$ cat config.mk
export PLATFORM = sky130hd
export DESIGN_NAME = nmea_sentence_framer_core
export DESIGN_NICKNAME = d
export VERILOG_FILES = /design/src/rtl/nsf_pkg.sv /design/src/rtl/nsf_frame_tracker.sv /design/src/rtl/nsf_out_reg.sv /design/src/rtl/nmea_sentence_framer_core.sv
export SDC_FILE = /design/constraint.sdc
export NUM_CORES = 1
export LEC_CHECK = 0
export BUFFER_PORTS_ARGS = -buffer_cell sky130_fd_sc_hd__buf_2
export CAP_MARGIN = 20
export CORE_MARGIN = 8
export CORE_UTILIZATION = 55
export CTS_CLUSTER_DIAMETER = 30
export CTS_CLUSTER_SIZE = 30
export DETAILED_ROUTE_END_ITERATION = 16
export GPL_ROUTABILITY_DRIVEN = 0
export GPL_TIMING_DRIVEN = 0
export PLACE_DENSITY = 0.86
export SYNTH_ARGS = -nofsm -noshare
export SYNTH_HDL_FRONTEND = slang
export SYNTH_SLANG_ARGS = --single-unit
export TNS_END_PERCENT = 10
$ cat constraint.sdc
create_clock -name clk -period 3.85 [get_ports clk]
set_clock_uncertainty 0.05 [all_clocks]
set_input_delay 0 -clock clk [delete_from_list [all_inputs] [get_ports clk]]
set_output_delay 0 -clock clk [all_outputs]
set_load 0.01 [all_outputs]
$ cat src/rtl/nsf_pkg.sv
// Package for the NMEA sentence framer: character codes, sentence kinds,
// the result record passed between modules and the hex nibble decoder.
// No dependencies.
package nsf_pkg;

	localparam int unsigned BYTE_W  = 8;
	localparam int unsigned POS_W   = 10;
	localparam int unsigned COUNT_W = 11;
	localparam int unsigned KIND_W  = 3;
	localparam int unsigned CAP_LIMIT = 1024;

	localparam logic [BYTE_W-1:0] CH_DOLLAR = 8'h24;
	localparam logic [BYTE_W-1:0] CH_STAR   = 8'h2A;
	localparam logic [BYTE_W-1:0] CH_0      = 8'h30;
	localparam logic [BYTE_W-1:0] CH_9      = 8'h39;
	localparam logic [BYTE_W-1:0] CH_A      = 8'h41;
	localparam logic [BYTE_W-1:0] CH_F      = 8'h46;
	localparam logic [BYTE_W-1:0] HEX_TEN   = 8'h0A;
	localparam logic [BYTE_W-1:0] CH_G      = 8'h47;
	localparam logic [BYTE_W-1:0] CH_R      = 8'h52;
	localparam logic [BYTE_W-1:0] CH_M      = 8'h4D;
	localparam logic [BYTE_W-1:0] CH_C      = 8'h43;
	localparam logic [BYTE_W-1:0] CH_I      = 8'h49;
	localparam logic [BYTE_W-1:0] CH_U      = 8'h55;
	localparam logic [BYTE_W-1:0] CH_P      = 8'h50;
	localparam logic [BYTE_W-1:0] CH_D      = 8'h44;

	typedef enum logic [KIND_W-1:0] {
		KIND_UNKNOWN = 3'd0,
		KIND_GGA     = 3'd1,
		KIND_RMC     = 3'd2,
		KIND_IMU     = 3'd3,
		KIND_FPD     = 3'd4
	} kind_t;

	typedef struct packed {
		logic [BYTE_W-1:0]  frame_byte;
		logic [POS_W-1:0]   byte_position;
		logic               frame_end;
		logic               checksum_match;
		logic [BYTE_W-1:0]  received_sum;
		logic [BYTE_W-1:0]  computed_sum;
		kind_t              sentence_kind;
		logic [COUNT_W-1:0] frame_length;
		logic               length_overflow;
	} nsf_result_t;

	// Uppercase hex digits map to their value; anything else passes raw.
	function automatic logic [BYTE_W-1:0] hex_value(input logic [BYTE_W-1:0] c);
		logic [BYTE_W-1:0] v;
		if (c >= CH_0 && c <= CH_9) begin
			v = c - CH_0;
		end else if (c >= CH_A && c <= CH_F) begin
			v = c - CH_A + HEX_TEN;
		end else begin
			v = c;
		end
		return v;
	endfunction

endpackage

$ cat src/rtl/nsf_frame_tracker.sv
// Frame state of the NMEA sentence framer: position count, running XOR,
// checksum decode and type letters, plus the result of the current byte.
// Depends on nsf_pkg.
module nsf_frame_tracker import nsf_pkg::*; #(
	parameter int unsigned FRAME_CAP = 1024
) (
	input  logic              clk,
	input  logic              arst_n,
	input  logic              step,
	input  logic [BYTE_W-1:0] rx_byte,
	output logic              has_result,
	output nsf_result_t       result
);

	localparam logic [COUNT_W-1:0] CAP_C  = COUNT_W'(FRAME_CAP);
	localparam logic [COUNT_W-1:0] LAST_C = COUNT_W'(FRAME_CAP - 1);

	logic               in_frame_q, in_checksum_q, hex_seen_q, overflow_q;
	logic [BYTE_W-1:0]  high_nibble_q, xor_q;
	logic [COUNT_W-1:0] count_q;
	logic [BYTE_W-1:0]  letters_q [3];

	logic               in_frame_d, in_checksum_d, hex_seen_d, overflow_d;
	logic [BYTE_W-1:0]  high_nibble_d, xor_d;
	logic [COUNT_W-1:0] count_d, pos;
	logic [BYTE_W-1:0]  letters_d [3];
	logic [BYTE_W-1:0]  received;
	logic               over, frame_end;
	kind_t              kind;

	always_comb begin
		in_frame_d    = in_frame_q;
		in_checksum_d = in_checksum_q;
		hex_seen_d    = hex_seen_q;
		overflow_d    = overflow_q;
		high_nibble_d = high_nibble_q;
		xor_d         = xor_q;
		count_d       = count_q;
		letters_d     = letters_q;
		received      = '0;
		frame_end     = 1'b0;
		has_result    = 1'b0;
		over          = count_q >= CAP_C;
		pos           = over ? LAST_C : count_q;
		if (!in_frame_q) begin
			if (rx_byte == CH_DOLLAR) begin
				has_result    = 1'b1;
				in_frame_d    = 1'b1;
				in_checksum_d = 1'b0;
				hex_seen_d    = 1'b0;
				high_nibble_d = '0;
				xor_d         = '0;
				count_d       = COUNT_W'(1);
				overflow_d    = 1'b0;
				pos           = '0;
			end
		end else begin
			has_result = 1'b1;
			if (over) begin
				overflow_d = 1'b1;
			end else begin
				if (count_q == COUNT_W'(3)) letters_d[0] = rx_byte;
				if (count_q == COUNT_W'(4)) letters_d[1] = rx_byte;
				if (count_q == COUNT_W'(5)) letters_d[2] = rx_byte;
				count_d = count_q + COUNT_W'(1);
			end
			if (in_checksum_q) begin
				if (!hex_seen_q) begin
					high_nibble_d = hex_value(rx_byte);
					hex_seen_d    = 1'b1;
				end else begin
					received   = {high_nibble_q[3:0], 4'h0} | hex_value(rx_byte);
					frame_end  = 1'b1;
					in_frame_d = 1'b0;
				end
			end else if (rx_byte == CH_STAR) begin
				in_checksum_d = 1'b1;
			end else begin
				xor_d = xor_q ^ rx_byte;
			end
		end
	end

	// A frame shorter than six bytes never wrote all three type letters.
	always_comb begin
		kind = KIND_UNKNOWN;
		if (count_d >= COUNT_W'(6)) begin
			if (letters_d[0] == CH_G && letters_d[1] == CH_G && letters_d[2] == CH_A) begin
				kind = KIND_GGA;
			end else if (letters_d[0] == CH_R && letters_d[1] == CH_M
					&& letters_d[2] == CH_C) begin
				kind = KIND_RMC;
			end else if (letters_d[0] == CH_I && letters_d[1] == CH_M
					&& letters_d[2] == CH_U) begin
				kind = KIND_IMU;
			end else if (letters_d[0] == CH_F && letters_d[1] == CH_P
					&& letters_d[2] == CH_D) begin
				kind = KIND_FPD;
			end
		end
	end

	always_comb begin
		result.frame_byte      = rx_byte;
		result.byte_position   = pos[POS_W-1:0];
		result.frame_end       = frame_end;
		result.checksum_match  = frame_end && (received == xor_d);
		result.received_sum    = received;
		result.computed_sum    = xor_d;
		result.sentence_kind   = frame_end ? kind : KIND_UNKNOWN;
		result.frame_length    = frame_end ? count_d : '0;
		result.length_overflow = overflow_d;
	end

	always_ff @(posedge clk or negedge arst_n) begin
		if (!arst_n) begin
			in_frame_q    <= 1'b0;
			in_checksum_q <= 1'b0;
			hex_seen_q    <= 1'b0;
			overflow_q    <= 1'b0;
			high_nibble_q <= '0;
			xor_q         <= '0;
			count_q       <= '0;
		end else if (step) begin
			in_frame_q    <= in_frame_d;
			in_checksum_q <= in_checksum_d;
			hex_seen_q    <= hex_seen_d;
			overflow_q    <= overflow_d;
			high_nibble_q <= high_nibble_d;
			xor_q         <= xor_d;
			count_q       <= count_d;
		end
	end

	always_ff @(posedge clk) begin
		if (step) begin
			letters_q <= letters_d;
		end
	end

endmodule

$ cat src/rtl/nsf_out_reg.sv
// Result register of the NMEA sentence framer with its valid/stall handshake.
// Depends on nsf_pkg.
module nsf_out_reg import nsf_pkg::*; (
	input  logic        clk,
	input  logic        arst_n,
	input  logic        load,
	input  nsf_result_t load_data,
	input  logic        out_stall,
	output logic        out_valid,
	output logic        busy,
	output nsf_result_t data
);

	logic        valid_s2;
	nsf_result_t data_s2;

	always_ff @(posedge clk or negedge arst_n) begin
		if (!arst_n) begin
			valid_s2 <= 1'b0;
		end else if (load) begin
			valid_s2 <= 1'b1;
		end else if (!out_stall) begin
			valid_s2 <= 1'b0;
		end
	end

	always_ff @(posedge clk) begin
		if (load) begin
			data_s2 <= load_data;
		end
	end

	assign out_valid = valid_s2;
	assign busy      = valid_s2 && out_stall;
	assign data      = data_s2;

endmodule

$ cat src/rtl/nmea_sentence_framer_core.sv
// NMEA 0183 sentence framer: finds '$'-delimited frames in a byte stream,
// checks the XOR checksum and reports the sentence type at frame end.
// One item is accepted per cycle while the input is not stalled: the byte
// is registered, the frame state updates through short logic, and the
// result is held in an output register. Bytes outside a
// frame, other than '$', produce no result. The input stalls only while
// the output register holds an item that the receiver is stalling.
// Depends on nsf_pkg, nsf_frame_tracker and nsf_out_reg.
module nmea_sentence_framer_core import nsf_pkg::*; #(
	parameter int unsigned MAX_FRAME_BYTES = 1024
) (
	input  logic               clk,
	input  logic               arst_n,
	input  logic               in_valid,
	output logic               in_stall,
	input  logic [BYTE_W-1:0]  rx_byte,
	output logic               out_valid,
	input  logic               out_stall,
	output logic [BYTE_W-1:0]  frame_byte,
	output logic [POS_W-1:0]   byte_position,
	output logic               frame_end,
	output logic               checksum_match,
	output logic [BYTE_W-1:0]  received_sum,
	output logic [BYTE_W-1:0]  computed_sum,
	output logic [KIND_W-1:0]  sentence_kind,
	output logic [COUNT_W-1:0] frame_length,
	output logic               length_overflow
);

	localparam int unsigned FRAME_CAP =
		(MAX_FRAME_BYTES < CAP_LIMIT) ? MAX_FRAME_BYTES : CAP_LIMIT;

	logic              valid_s1;
	logic [BYTE_W-1:0] byte_s1;
	logic              advance, has_result, out_busy;
	nsf_result_t       result, held;

	assign advance  = valid_s1 && !out_busy;
	assign in_stall = valid_s1 && out_busy;

	always_ff @(posedge clk or negedge arst_n) begin
		if (!arst_n) begin
			valid_s1 <= 1'b0;
		end else if (!in_stall) begin
			valid_s1 <= in_valid;
		end
	end

	always_ff @(posedge clk) begin
		if (!in_stall) begin
			byte_s1 <= rx_byte;
		end
	end

	nsf_frame_tracker #(
		.FRAME_CAP(FRAME_CAP)
	) u_tracker (
		.clk       (clk),
		.arst_n    (arst_n),
		.step      (advance),
		.rx_byte   (byte_s1),
		.has_result(has_result),
		.result    (result)
	);

	nsf_out_reg u_out (
		.clk      (clk),
		.arst_n   (arst_n),
		.load     (advance && has_result),
		.load_data(result),
		.out_stall(out_stall),
		.out_valid(out_valid),
		.busy     (out_busy),
		.data     (held)
	);

	assign frame_byte      = held.frame_byte;
	assign byte_position   = held.byte_position;
	assign frame_end       = held.frame_end;
	assign checksum_match  = held.checksum_match;
	assign received_sum    = held.received_sum;
	assign computed_sum    = held.computed_sum;
	assign sentence_kind   = held.sentence_kind;
	assign frame_length    = held.frame_length;
	assign length_overflow = held.length_overflow;

endmodule
==> impl_metrics.env <==
export IMPL_yosysUniqueCellTypes=69
export IMPL_post_place_ws_ns=-0.08434
export IMPL_wirelength_um=13490
export IMPL_clock_fmax_mhz=278.2
export IMPL_crit_reg2reg_launch="byte_s1[0]"
export IMPL_rsz0062_at_grt="no"
export IMPL_portBuffers=64
export IMPL_netlist_instances=523
export IMPL_clock_latency_ns=0.39
export IMPL_grt_max_degree=34
export IMPL_status="completed"
export IMPL_synth_seq_cells=112
export IMPL_ys_seq_area_share_pct=57.05
export IMPL_antenna_cells=0
export IMPL_p_leak_nw=2.619
export IMPL_criticalPathCategory="flip-flop to flip-flop"
export IMPL_post_route_util_pct=64.31
export IMPL_die_x_um=117.3
export IMPL_dieArea_sq_mm=0.01375
export IMPL_route_detailed_drc=0
export IMPL_final_antenna_net_count=0
export IMPL_drt_wirelength_per_cell_um=17.98
export IMPL_yosysTopAreaCellShare_pct=44.19
export IMPL_cts_buffer_depth=2
export IMPL_rows=37
export IMPL_antenna_found_initial=0
export IMPL_layout_drive_gt1_share_pct=17.75
export IMPL_reg2reg_to="u_out.data[31]"
export IMPL_first_pass_iters=7
export IMPL_slew_headroom_pct=43.77
export IMPL_finalSetupViolations=0
export IMPL_area_growth_pct=15.59
export IMPL_grt_pass1_wl_um=21820
export IMPL_placed_area_sq_mm=0.006152
export IMPL_ys_async_sr_fraction_pct=25.89
export IMPL_mostFrequentLayoutCells="edfxtp_1 (83), nand2_1 (70), buf_2 (68)"
export IMPL_fp_coreArea_sq_mm=0.01014
export IMPL_worst_pin_slew_ns=0.8435
export IMPL_dr_first_iter_drc_count=443
export IMPL_drv_cap=0
export IMPL_multiInputGateArea_sq_mm=0.002221
export IMPL_syn_area_per_cell_sq_um=10.78
export IMPL_reg2reg_depth=10
export IMPL_grtUsageTotal_pct=20.50
export IMPL_cts_buffers=9
export IMPL_gr_total_overflow=0
export IMPL_ios=65
export IMPL_cts_root_buf="clkbuf_8"
export IMPL_start_util_pct=55.63
export IMPL_place_inst=724
export IMPL_syn_nets=548
export IMPL_fill_cells=774
export IMPL_arrival_ns=3.81
export IMPL_dp_hpwl_um=9371
export IMPL_ctsHtreeMaxLevel=3
export IMPL_clkTransAtPathRegs_ns=0.11
export IMPL_nNetsFinal=634
export IMPL_start_kind="flip-flop"
export IMPL_holdWs_ns=0.1231
export IMPL_worst_endpoint_required_ns=4.06
export IMPL_total_power_mw=4.231
export IMPL_setup_ws_ns=0.2548
export IMPL_cts_tree="yes"
export IMPL_period_minus_slack_ns=3.595
export IMPL_yosys_most_used_dff="edfxtp_1"
export IMPL_yosysTopAreaCell="edfxtp_1"
export IMPL_ys_top_cells_by_area="edfxtp_1 (44%), dfrtp_1 (13%), nand2_1 (4.7%), nor2_1 (3.6%), o21ai_0 (2.9%)"
export IMPL_slew_violations=0
export IMPL_end_kind="flip-flop"
export IMPL_finalCritPeriodShare_pct=93.38
export IMPL_yosysWarnings=0
export IMPL_p_per_area_mw_per_mm2=649.0
export IMPL_num_vias=4480
export IMPL_fin_cells=750
export IMPL_synth_edf_count=83
export IMPL_hp_class="primary input to asynchronous set/reset pin"
export IMPL_cts_sinks=112
export IMPL_fp_dieH_um=117.3
export IMPL_via_per_inst=5.973
export IMPL_r2r_slack_ns=0.25
export IMPL_critical_path_max_fanout=9
export IMPL_stdcell_area_sq_mm=0.006520
export IMPL_finalSetupTns_ns=0
export IMPL_vdd_drop_max_mv=0.3494
export IMPL_grt_pass1_vias=4400
export IMPL_finalHoldViolCount=0
export IMPL_layout_commonest_cell="edfxtp_1"
export IMPL_regArea_sq_mm=0.003218
export IMPL_syn_area_sq_mm=0.005640
-- how the worst max path moves through the flow --
stage / start / end / slack (ns) / cells after the start
final: byte_s1[0] / u_out.data[31] / 0.25 / 10
after detailed placement: byte_s1[4] / u_out.data[14] / -0.08 / 11
after global placement: byte_s1[4] / u_tracker.high_nibble_q[2] / -0.67 / 9
after floorplan: byte_s1[4] / u_tracker.high_nibble_q[2] / 0.35 / 9
after global routing: byte_s1[0] / u_out.data[31] / 0.11 / 10
after CTS: byte_s1[4] / u_out.data[14] / 0.003 / 11
-- power breakdown --
group          switching [mW]  internal, mW  leakage (nW)
logic                   0.949         0.518          1.33
clock network           0.426         0.413         0.123
registers               0.176          1.75          1.17
-- kinds of logic after synthesis --
logic type,Yosys count,share of synthesized area (%)
buffers and inverters,54,3.815
muxes,20,3.816
xor gates and xnor gates,14,2.174
AOI/OAI and AO/OA,100,11.16
and+or+nand+nor,210,19.10
DFF,112,57.05
adders and majority gates,13,2.884
-- state kept, by name (all words and copies together) (netlist names) --
signal / cells
u_tracker.xor_q: 8
u_out.out_valid: 1
u_tracker.in_checksum_q: 1
u_tracker.overflow_q: 1
u_tracker.in_frame_q: 1
u_tracker.high_nibble_q: 4
u_tracker.hex_seen_q: 1
u_out.data: 51
u_tracker.count_q: 11
valid_s1: 1
u_tracker.letters_q: 24
byte_s1: 8
-- final cells by class --
type / instances / area share [%]
Multi-Input combinational cell: 357 / 34.06
Buffer: 28 / 1.842
Inverter: 25 / 1.478
Clock buffer: 10 / 2.284
Tap cell: 136 / 2.610
Clock inverter: 6 / 1.458
Timing Repair Buffer: 76 / 6.908
Sequential cell: 112 / 49.36
-- critical path, cell delays in order (launching register included) --
cell	delay [ns]
edfxtp_1	0.42
clkbuf_1	0.45
inv_1	0.32
ha_1	0.30
nor2b_1	0.15
or3_1	0.36
a21oi_1	0.48
mux2i_1	0.43
xnor2_1	0.13
nor3_1	0.15
o2111a_1	0.22
-- what timing repair did --
item | in CTS | in global routing
setup endpoints to repair | 3 | 7
hold buffers | 11 | 0
buffers inserted | 0 | 0
endpoints found under the hold margin | 39 | 0
gates resized for setup | 1 | 5
-- cell usage after synthesis (all sizes together), types with 2 or more instances --
master / number
a211oi: 3
a21boi: 2
a21oi: 25
a221o: 2
a22oi: 2
a31oi: 4
and3: 2
and3b: 2
and4b: 2
buf: 6
clkbuf: 23
dfrtp: 29
edfxtp: 83
ha: 13
inv: 24
mux2: 9
mux2i: 11
nand2: 70
nand2b: 2
nand3: 20
nand4: 7
nand4b: 5
nor2: 54
nor2b: 9
nor3: 9
nor4: 6
o21a: 3
o21ai: 35
o22ai: 2
o31ai: 6
or2: 2
or3: 6
or3b: 3
or4: 4
or4b: 2
xnor2: 10
xor2: 4
-- routing by layer --
layer	part of all wire (%)	GRT usage, %
met5	0	0
met4	3.9	11.77
met3	11	4.669
met2	46	32.56
met1	40	25.29
(Power assumes the default switching activity.)
